<file path="config.mk">
export PLATFORM = sky130hd
export DESIGN_NAME = length_prefixed_field_deframer_unit_flat
export DESIGN_NICKNAME = d
export VERILOG_FILES = /design/src/sv/lpfd_pkg.sv /design/src/sv/lpfd_chan_if.sv /design/src/sv/length_prefixed_field_deframer_unit.sv /design/src/flat_wrapper.sv
export VERILOG_INCLUDE_DIRS = /design/src /design/src/sv
export SDC_FILE = /design/constraint.sdc
export NUM_CORES = 1
export LEC_CHECK = 0
export BUFFER_PORTS_ARGS = -buffer_cell sky130_fd_sc_hd__buf_2
export CORE_ASPECT_RATIO = 1.25
export CORE_UTILIZATION = 25
export CTS_CLUSTER_SIZE = 24
export DETAILED_ROUTE_END_ITERATION = 7
export SYNTH_ARGS = -nofsm -noshare
export SYNTH_HDL_FRONTEND = slang
export SYNTH_SLANG_ARGS = --single-unit
export TNS_END_PERCENT = 5
</file>
<file path="constraint.sdc">
create_clock -name clk -period 3.5 [get_ports clk]
set_clock_uncertainty 0.05 [all_clocks]
set_input_delay 0.525 -clock clk [delete_from_list [all_inputs] [get_ports clk]]
set_output_delay 0.525 -clock clk [all_outputs]
set_load 0.01 [all_outputs]
</file>
<file path="src/sv/assert_macros.svh">
`ifndef ASSERT_MACROS_SVH
`define ASSERT_MACROS_SVH

// Same-cycle implication, checked on every rising edge outside reset.
`define ASSERT_SAME(label, clk, rst_n, ante, cons, msg) \
    label: assert property (@(posedge clk) disable iff (!rst_n) (ante) |-> (cons)) \
        else $error(msg);

// Next-cycle implication, checked on every rising edge outside reset.
`define ASSERT_NEXT(label, clk, rst_n, ante, cons, msg) \
    label: assert property (@(posedge clk) disable iff (!rst_n) (ante) |=> (cons)) \
        else $error(msg);

`endif

</file>
<file path="src/sv/lpfd_pkg.sv">
package lpfd_pkg;

    localparam int FRAME_LIMIT_DEF = 65536;

    localparam logic [16:0] COUNT_LIMIT = 17'd100000;
    localparam logic [16:0] WORD_BYTES  = 17'd4;

    typedef enum logic [1:0] {
        KIND_HEADER  = 2'd0,
        KIND_PAYLOAD = 2'd1,
        KIND_DISCARD = 2'd2
    } byte_kind_t;

    typedef enum logic [2:0] {
        ERR_NONE        = 3'd0,
        ERR_TRUNC_LEN   = 3'd1,
        ERR_BAD_COUNT   = 3'd2,
        ERR_TRUNC_FIELD = 3'd3,
        ERR_TRAILING    = 3'd4
    } error_code_t;

    typedef struct packed {
        logic [7:0]  data_byte;
        logic [16:0] frame_bytes;
    } byte_item_t;

    typedef struct packed {
        logic [7:0]  byte_out;
        logic [1:0]  byte_kind;
        logic [16:0] field_number;
        logic        length_ready;
        logic [16:0] field_bytes;
        logic        field_end;
        logic        count_ready;
        logic [16:0] field_total;
        logic        frame_end;
        logic [2:0]  error_code;
    } result_item_t;

endpackage

</file>
<file path="src/sv/lpfd_chan_if.sv">
interface lpfd_chan_if #(
    parameter type payload_t = logic
) ();
    logic     valid;
    logic     ready;
    payload_t data;

    modport source (output valid, output data, input ready);
    modport sink   (input valid, input data, output ready);
endinterface

</file>
<file path="src/sv/length_prefixed_field_deframer_unit.sv">
// Channel   Role   Payload
// stream    sink   data_byte, frame_bytes
// result    source byte_out, byte_kind, field_number, length_ready, field_bytes,
//                  field_end, count_ready, field_total, frame_end, error_code
// cfg       sink   max_field_count (always ready)
//
// One byte per cycle sustained while the result side takes items; a byte passes
// from the input register, through one pass of parse logic, into the result
// register once that register is free.
// The pace is set by the parse state update, which runs once per byte.
// Reset clears the parse state and sets max_field_count to 100000.
// A stalled result holds the byte in the input register; the input side
// stalls only while both registers are full and the result is not taken.
`include "assert_macros.svh"

module length_prefixed_field_deframer_unit
    import lpfd_pkg::*;
#(
    parameter int FRAME_LIMIT = FRAME_LIMIT_DEF
) (
    input  logic        clk,
    input  logic        rst_n,
    lpfd_chan_if.sink   stream,
    lpfd_chan_if.source result,
    lpfd_chan_if.sink   cfg
);

    typedef enum logic [1:0] {
        PH_COUNT   = 2'd0,
        PH_LENGTH  = 2'd1,
        PH_PAYLOAD = 2'd2,
        PH_DISCARD = 2'd3
    } phase_t;

    // Frame lengths only reach 17 bits, so a larger limit never clips.
    localparam logic [16:0] MAX_LEN = (FRAME_LIMIT > 131071) ? 17'h1FFFF : 17'(FRAME_LIMIT);

    logic         in_vld_reg;
    byte_item_t   in_reg;
    logic         out_vld_reg;
    result_item_t out_reg;
    logic [16:0]  max_count_reg;

    phase_t       phase_reg, phase_next;
    logic [16:0]  pos_reg, pos_next;
    logic [1:0]   idx_reg, idx_next;
    logic [31:0]  acc_reg, acc_next;
    logic [16:0]  fields_left_reg, fields_left_next;
    logic [16:0]  payload_left_reg, payload_left_next;
    logic [16:0]  cur_field_reg, cur_field_next;

    logic         advance;
    logic [16:0]  len;
    logic [17:0]  pos_inc;
    logic         last;
    logic [16:0]  rem;
    logic [16:0]  avail;
    logic [31:0]  word;
    logic [16:0]  payload_dec;
    result_item_t res;
    error_code_t  err;

    assign advance      = in_vld_reg && (!out_vld_reg || result.ready);
    assign stream.ready = !in_vld_reg || advance;
    assign result.valid = out_vld_reg;
    assign result.data  = out_reg;
    assign cfg.ready    = 1'b1;

    always_comb
    begin
        len = (in_reg.frame_bytes == 17'd0) ? 17'd1 : in_reg.frame_bytes;
        if (len > MAX_LEN)
        begin
            len = MAX_LEN;
        end
        pos_inc = {1'b0, pos_reg} + 18'd1;
        last    = pos_inc >= {1'b0, len};
        rem     = (pos_reg < len) ? len - pos_reg : 17'd0;
        avail   = (pos_inc < {1'b0, len}) ? len - pos_inc[16:0] : 17'd0;
        word    = {acc_reg[23:0], in_reg.data_byte};
        payload_dec = (payload_left_reg != 17'd0) ? payload_left_reg - 17'd1 : 17'd0;

        phase_next        = phase_reg;
        pos_next          = pos_reg;
        idx_next          = idx_reg;
        acc_next          = acc_reg;
        fields_left_next  = fields_left_reg;
        payload_left_next = payload_left_reg;
        cur_field_next    = cur_field_reg;
        err               = ERR_NONE;

        res              = '0;
        res.byte_out     = in_reg.data_byte;
        res.byte_kind    = KIND_HEADER;
        res.field_number = cur_field_reg;

        if (phase_reg == PH_DISCARD)
        begin
            res.byte_kind = KIND_DISCARD;
        end
        else if (phase_reg == PH_PAYLOAD)
        begin
            res.byte_kind     = KIND_PAYLOAD;
            payload_left_next = payload_dec;
            if (payload_dec == 17'd0)
            begin
                res.field_end    = 1'b1;
                fields_left_next = (fields_left_reg != 17'd0) ? fields_left_reg - 17'd1
                                                              : 17'd0;
                cur_field_next   = cur_field_reg + 17'd1;
                phase_next       = PH_LENGTH;
            end
        end
        else if (phase_reg == PH_LENGTH && fields_left_reg == 17'd0)
        begin
            err = ERR_TRAILING;
        end
        else if (idx_reg == 2'd0 && rem < WORD_BYTES)
        begin
            err = ERR_TRUNC_LEN;
        end
        else
        begin
            acc_next = word;
            idx_next = idx_reg + 2'd1;
            if (idx_reg == 2'd3)
            begin
                acc_next = '0;
                if (phase_reg == PH_COUNT)
                begin
                    // The count may claim at most one length word per four bytes left.
                    if (word > {15'd0, COUNT_LIMIT} || word > {15'd0, max_count_reg} ||
                        word > {17'd0, avail[16:2]})
                    begin
                        err = ERR_BAD_COUNT;
                    end
                    else
                    begin
                        res.count_ready  = 1'b1;
                        res.field_total  = word[16:0];
                        fields_left_next = word[16:0];
                        phase_next       = PH_LENGTH;
                    end
                end
                else if (word > {15'd0, avail})
                begin
                    err = ERR_TRUNC_FIELD;
                end
                else
                begin
                    res.length_ready = 1'b1;
                    res.field_bytes  = word[16:0];
                    if (word == 32'd0)
                    begin
                        res.field_end    = 1'b1;
                        fields_left_next = fields_left_reg - 17'd1;
                        cur_field_next   = cur_field_reg + 17'd1;
                    end
                    else
                    begin
                        payload_left_next = word[16:0];
                        phase_next        = PH_PAYLOAD;
                    end
                end
            end
        end

        // The last byte must leave the parse complete: all fields done, no partial word.
        if (err == ERR_NONE && last && phase_next != PH_DISCARD &&
            !(phase_next == PH_LENGTH && fields_left_next == 17'd0 && idx_next == 2'd0))
        begin
            err = (phase_next == PH_PAYLOAD) ? ERR_TRUNC_FIELD : ERR_TRUNC_LEN;
        end

        if (err != ERR_NONE)
        begin
            phase_next       = PH_DISCARD;
            res.byte_kind    = KIND_DISCARD;
            res.length_ready = 1'b0;
            res.field_bytes  = '0;
            res.field_end    = 1'b0;
            res.count_ready  = 1'b0;
            res.field_total  = '0;
        end
        res.error_code = err;
        res.frame_end  = last;

        if (last)
        begin
            phase_next        = PH_COUNT;
            pos_next          = '0;
            idx_next          = '0;
            acc_next          = '0;
            fields_left_next  = '0;
            payload_left_next = '0;
            cur_field_next    = '0;
        end
        else
        begin
            pos_next = pos_inc[16:0];
        end
    end

    always_ff @(posedge clk or negedge rst_n)
    begin
        if (!rst_n)
        begin
            in_vld_reg       <= 1'b0;
            out_vld_reg      <= 1'b0;
            out_reg          <= '0;
            max_count_reg    <= COUNT_LIMIT;
            phase_reg        <= PH_COUNT;
            pos_reg          <= '0;
            idx_reg          <= '0;
            acc_reg          <= '0;
            fields_left_reg  <= '0;
            payload_left_reg <= '0;
            cur_field_reg    <= '0;
        end
        else
        begin
            if (cfg.valid)
            begin
                max_count_reg <= cfg.data;
            end
            if (stream.ready)
            begin
                in_vld_reg <= stream.valid;
            end
            if (advance)
            begin
                out_vld_reg      <= 1'b1;
                out_reg          <= res;
                phase_reg        <= phase_next;
                pos_reg          <= pos_next;
                idx_reg          <= idx_next;
                acc_reg          <= acc_next;
                fields_left_reg  <= fields_left_next;
                payload_left_reg <= payload_left_next;
                cur_field_reg    <= cur_field_next;
            end
            else if (result.ready)
            begin
                out_vld_reg <= 1'b0;
            end
        end
    end

    always_ff @(posedge clk)
    begin
        if (stream.valid && stream.ready)
        begin
            in_reg <= stream.data;
        end
    end

    `ASSERT_NEXT(a_frame_end_clears, clk, rst_n, advance && last,
        phase_reg == PH_COUNT && pos_reg == 17'd0 && cur_field_reg == 17'd0,
        "parse state not cleared after the last byte of a frame")
    `ASSERT_NEXT(a_discard_sticks, clk, rst_n,
        advance && phase_reg == PH_DISCARD && !last, phase_reg == PH_DISCARD,
        "discard phase left before the end of the frame")
    `ASSERT_SAME(a_word_aligned, clk, rst_n,
        phase_reg == PH_PAYLOAD || phase_reg == PH_DISCARD, idx_reg == 2'd0,
        "partial word pending outside the header phases")
    `ASSERT_SAME(a_one_word_report, clk, rst_n, out_vld_reg,
        !(out_reg.count_ready && out_reg.length_ready),
        "count and length reported on the same item")
    `ASSERT_SAME(a_error_discards, clk, rst_n,
        out_vld_reg && out_reg.error_code != ERR_NONE, out_reg.byte_kind == KIND_DISCARD,
        "item with an error not tagged as discarded")

endmodule
</file>
<file path="src/flat_wrapper.sv">
// flat-port wrapper written by rule: the top's interface ports become plain ports
module length_prefixed_field_deframer_unit_flat import lpfd_pkg::*;
#(
    parameter int FRAME_LIMIT = FRAME_LIMIT_DEF
)
  (clk, rst_n, stream_valid, stream_data, stream_ready, result_valid, result_data, result_ready, cfg_valid, cfg_data, cfg_ready);
  lpfd_chan_if stream_i ();
  lpfd_chan_if result_i ();
  lpfd_chan_if cfg_i ();
  input  logic clk;
  input  logic rst_n;
  input wire logic [$bits(stream_i.valid)-1:0] stream_valid;
  input wire logic [$bits(stream_i.data)-1:0] stream_data;
  output wire logic [$bits(stream_i.ready)-1:0] stream_ready;
  output wire logic [$bits(result_i.valid)-1:0] result_valid;
  output wire logic [$bits(result_i.data)-1:0] result_data;
  input wire logic [$bits(result_i.ready)-1:0] result_ready;
  input wire logic [$bits(cfg_i.valid)-1:0] cfg_valid;
  input wire logic [$bits(cfg_i.data)-1:0] cfg_data;
  output wire logic [$bits(cfg_i.ready)-1:0] cfg_ready;
  assign stream_i.valid = stream_valid;
  assign stream_i.data = stream_data;
  assign stream_ready = stream_i.ready;
  assign result_valid = result_i.valid;
  assign result_data = result_i.data;
  assign result_i.ready = result_ready;
  assign cfg_i.valid = cfg_valid;
  assign cfg_i.data = cfg_data;
  assign cfg_ready = cfg_i.ready;
  length_prefixed_field_deframer_unit #(.FRAME_LIMIT(FRAME_LIMIT)) u_core (.clk(clk), .rst_n(rst_n), .stream(stream_i), .result(result_i), .cfg(cfg_i));
endmodule
</file>
==> results.json <==
{
  "status": "completed",
  "stdcell_count": 686,
  "post_cts_buffers": 0,
  "pre_cts_slack_ns": 0.282,
  "yosysTopAreaCellShare_pct": 36.8,
  "cts_inserted_buffers": 9,
  "grt_pass1_wl_um": 17100,
  "io_buffers": 6,
  "antenna_found_initial": 0,
  "grt_max_degree": 33,
  "cts_buffer_depth": 2,
  "power.internal_uw": 1280,
  "r2r_cells": 12,
  "hold_viol_final": 0,
  "grt-ovfl-total": 0,
  "ys.flop_type": "dfrtp_1",
  "yosysMostFrequentCell": "dfrtp_1",
  "combinationalPowerShare_pct": 8.6,
  "synth_edf_count": 0,
  "avgRoutedWirePerCell_um": 14.4,
  "dp_hpwl_um": 7170,
  "critical_path_class": "flop to flop",
  "num_vias": 3525,
  "drc": 0,
  "syn-mean-instance-area_um2": 8.41,
  "arrival_ns": 3.30,
  "register_area_um2": 1450,
  "tightest_slew_ns": 0.724,
  "synth_commonest_cells": "58 x dfrtp_1, 49 x nand2_1, 48 x o21ai_0",
  "seqPwrFrac_pct": 39.9,
  "cts-root-buf": "clkbuf_16",
  "post-route-period-util_pct": 90.1,
  "n_antenna_cell": 0,
  "post-route-min-period_ns": 3.15,
  "antenna_left": 0,
  "pwr-share-clk_pct": 51.5,
  "setup_ws_ns": 0.345,
  "nFillCells": 1611,
  "synth_area_um2": 3940,
  "peakVddDrop_v": 0.000211,
  "reg2reg_slack_ns": 0.35,
  "place_area_um2": 4190,
  "path_cells": "inv_1 > ha_1 > nor3b_1 > nand3_1 > nor3b_1 > a31oi_1 > buf_4 > o21ai_2 > o22a_1 > o2111ai_1 > nor4_2 > a41oi_1",
  "viasPerCell": 5.14,
  "fp.coreArea_um2": 15200,
  "setup_tns_ns": 0,
  "yosysWarnings": 0,
  "final_util_pct": 29.6,
  "synth_top_cell_by_area": "dfrtp_1",
  "layout-drive-gt1-share_pct": 13.6,
  "multi_input_area_um2": 2300,
  "die_area_um2": 16300,
  "insertion_delay_ns": 0.34,
  "grt_usage_pct": 13.2,
  "h-tree-depth": 3,
  "hold_class": "input pin to async pin",
  "place.gp.congestion": 0.868,
  "p_sw_share_pct": 26.3,
  "fp.dieW_um": 114,
  "r2r_end": "u_core.result.data",
  "drt-total-wl_um": 9870,
  "area_growth_pct": 14.3,
  "p_leak_uw": 0.00190,
  "switching_power_uw": 459,
  "power_density_nw_per_um2": 387,
  "report.final.slew_viol_count": 0,
  "synthCells": 469,
  "worstReg2RegStart": "u_core.payload_left_reg[0]",
  "startpoint": "u_core.payload_left_reg[0]",
  "die_h_um": 142,
  "start_kind": "flop",
  "yosys_register_bits": 58,
  "slowest_stage": "dfrtp_1",
  "cp-end-kind": "flop",
  "cpMostUsedCell": "nor3b_1",
  "cp.required_ns": 3.65,
  "drt-initial-drc-count": 318,
  "start_util_pct": 25.9,
  "yosysUniqueCellTypes": 66,
  "critPathBufInv": 2,
  "synth_area_leaders": "dfrtp_1 37%, o21ai_0 6.1%, nand2_1 4.7%, nor2_1 4.0%, a21oi_1 3.4%",
  "rows": 50,
  "clk_pin_slew_ns": 0.06,
  "fmax_ghz": 0.317,
  "grt_pass1_vias": 3465,
  "rsz0062_at_grt": "false",
  "path_delay_family": "simple AND/OR/NAND/NOR gates",
  "num-nets-final": 489,
  "cts_tree": "yes",
  "synth-async-reset-ratio_pct": 100,
  "placed_cells": 670,
  "synth_fp_nets": 485,
  "drv_cap": 0,
  "clkSinkCount": 58,
  "relSlewSlack_pct": 51.7,
  "seq_area_frac_synth_pct": 36.8,
  "setup_violations": 0,
  "dr.pass1.iters": 4,
  "max_stage_delay_ns": 0.46,
  "cp_max_fo": 10,
  "boundaryPins": 11,
  "fin_area_um2": 4510,
  "worst-path-stages": 12
}
[worst reg2reg max path, delay by kind of cell, from the launching register on]
| family | cells | cell delay [ns] |
|---|---|---|
| fa+ha+maj | 1 | 0.23 |
| simple gates | 4 | 1.04 |
| flops | 1 | 0.46 |
| compound gates | 5 | 0.92 |
| buf+inv | 2 | 0.30 |
[worst max path at each step]
stage                                 end  slack (ns)
2_1_floorplan  u_core.payload_left_reg[9]        0.74
3_3_place_gp           u_core.result.data        0.31
3_5_place_dp           u_core.result.data        0.28
4_1_cts                u_core.result.data        0.26
5_1_grt                u_core.result.data        0.01
6_report               u_core.result.data        0.35
[metal layers]
metal | part of all wire (%) | global-route usage (%)
met1 | 43 | 15.7
met2 | 50 | 22.2
met3 | 3.7 | 3.36
met4 | 3.0 | 6.15
met5 | 0 | 0
[through the flow]
stage / hold slack (ns) / total power, µW
2_1_floorplan: 0.179 / 799
3_3_place_gp: 0.435 / 855
3_5_place_dp: 0.438 / 857
4_1_cts: 0.218 / 1760
5_1_grt: 0.255 / 1820
6_report: 0.192 / 1740
[power groups by stage]
stage	sequential [µW]	clock, µW	combinational [µW]
global route	697	951	168
finish	695	897	150
detailed placement	706	0	151
floorplan	699	0	100
global placement	706	0	149
CTS	694	914	151
[cell usage in the layout, fill, tap and decap left out, types with 10 or more instances in the layout]
cell type | synthesis | routed
dfrtp_1 | 58 | 58
nand2_1 | 49 | 48
o21ai_0 | 48 | 48
nor2_1 | 42 | 42
a21oi_1 | 27 | 27
nor4_1 | 18 | 17
and2_1 | 17 | 17
inv_1 | 15 | 15
buf_4 | 3 | 14
nand3_1 | 13 | 13
o21ai_2 | 12 | 12
nand4_1 | 11 | 11
nor3_1 | 11 | 11
or3_1 | 10 | 10
[timing repair]
| item | CTS | global route |
|---|---|---|
| setup endpoints to repair | 0 | 3 |
| hold buffers | 0 | 0 |
| resized for setup | 0 | 2 |
[cell families (layout without fill, tap and decap cells)]
family                   Yosys count  in the layout  share of synthesized area, %
multiplexers                       4              4                          1.14
adder cells (fa/ha/maj)            9              9                          2.86
AO/OA/AOI/OAI                    137            137                          22.9
XOR/XNOR                           4              4                         0.889
AND/OR/NAND/NOR                  214            214                          30.3
flip-flops                        58             58                          36.8
buffers and inverters             42             51                          5.08
other                              1              1                        0.0951
[cell type report]
class,count,area share (%)
Multi-Input combinational cell,369,51.0
Sequential cell,58,32.2
Tap cell,208,5.77
Clock buffer,9,5.00
Timing Repair Buffer,20,3.00
Clock inverter,7,1.75
Inverter,15,1.25
Note: power is estimated with default switching activity, not from simulation.
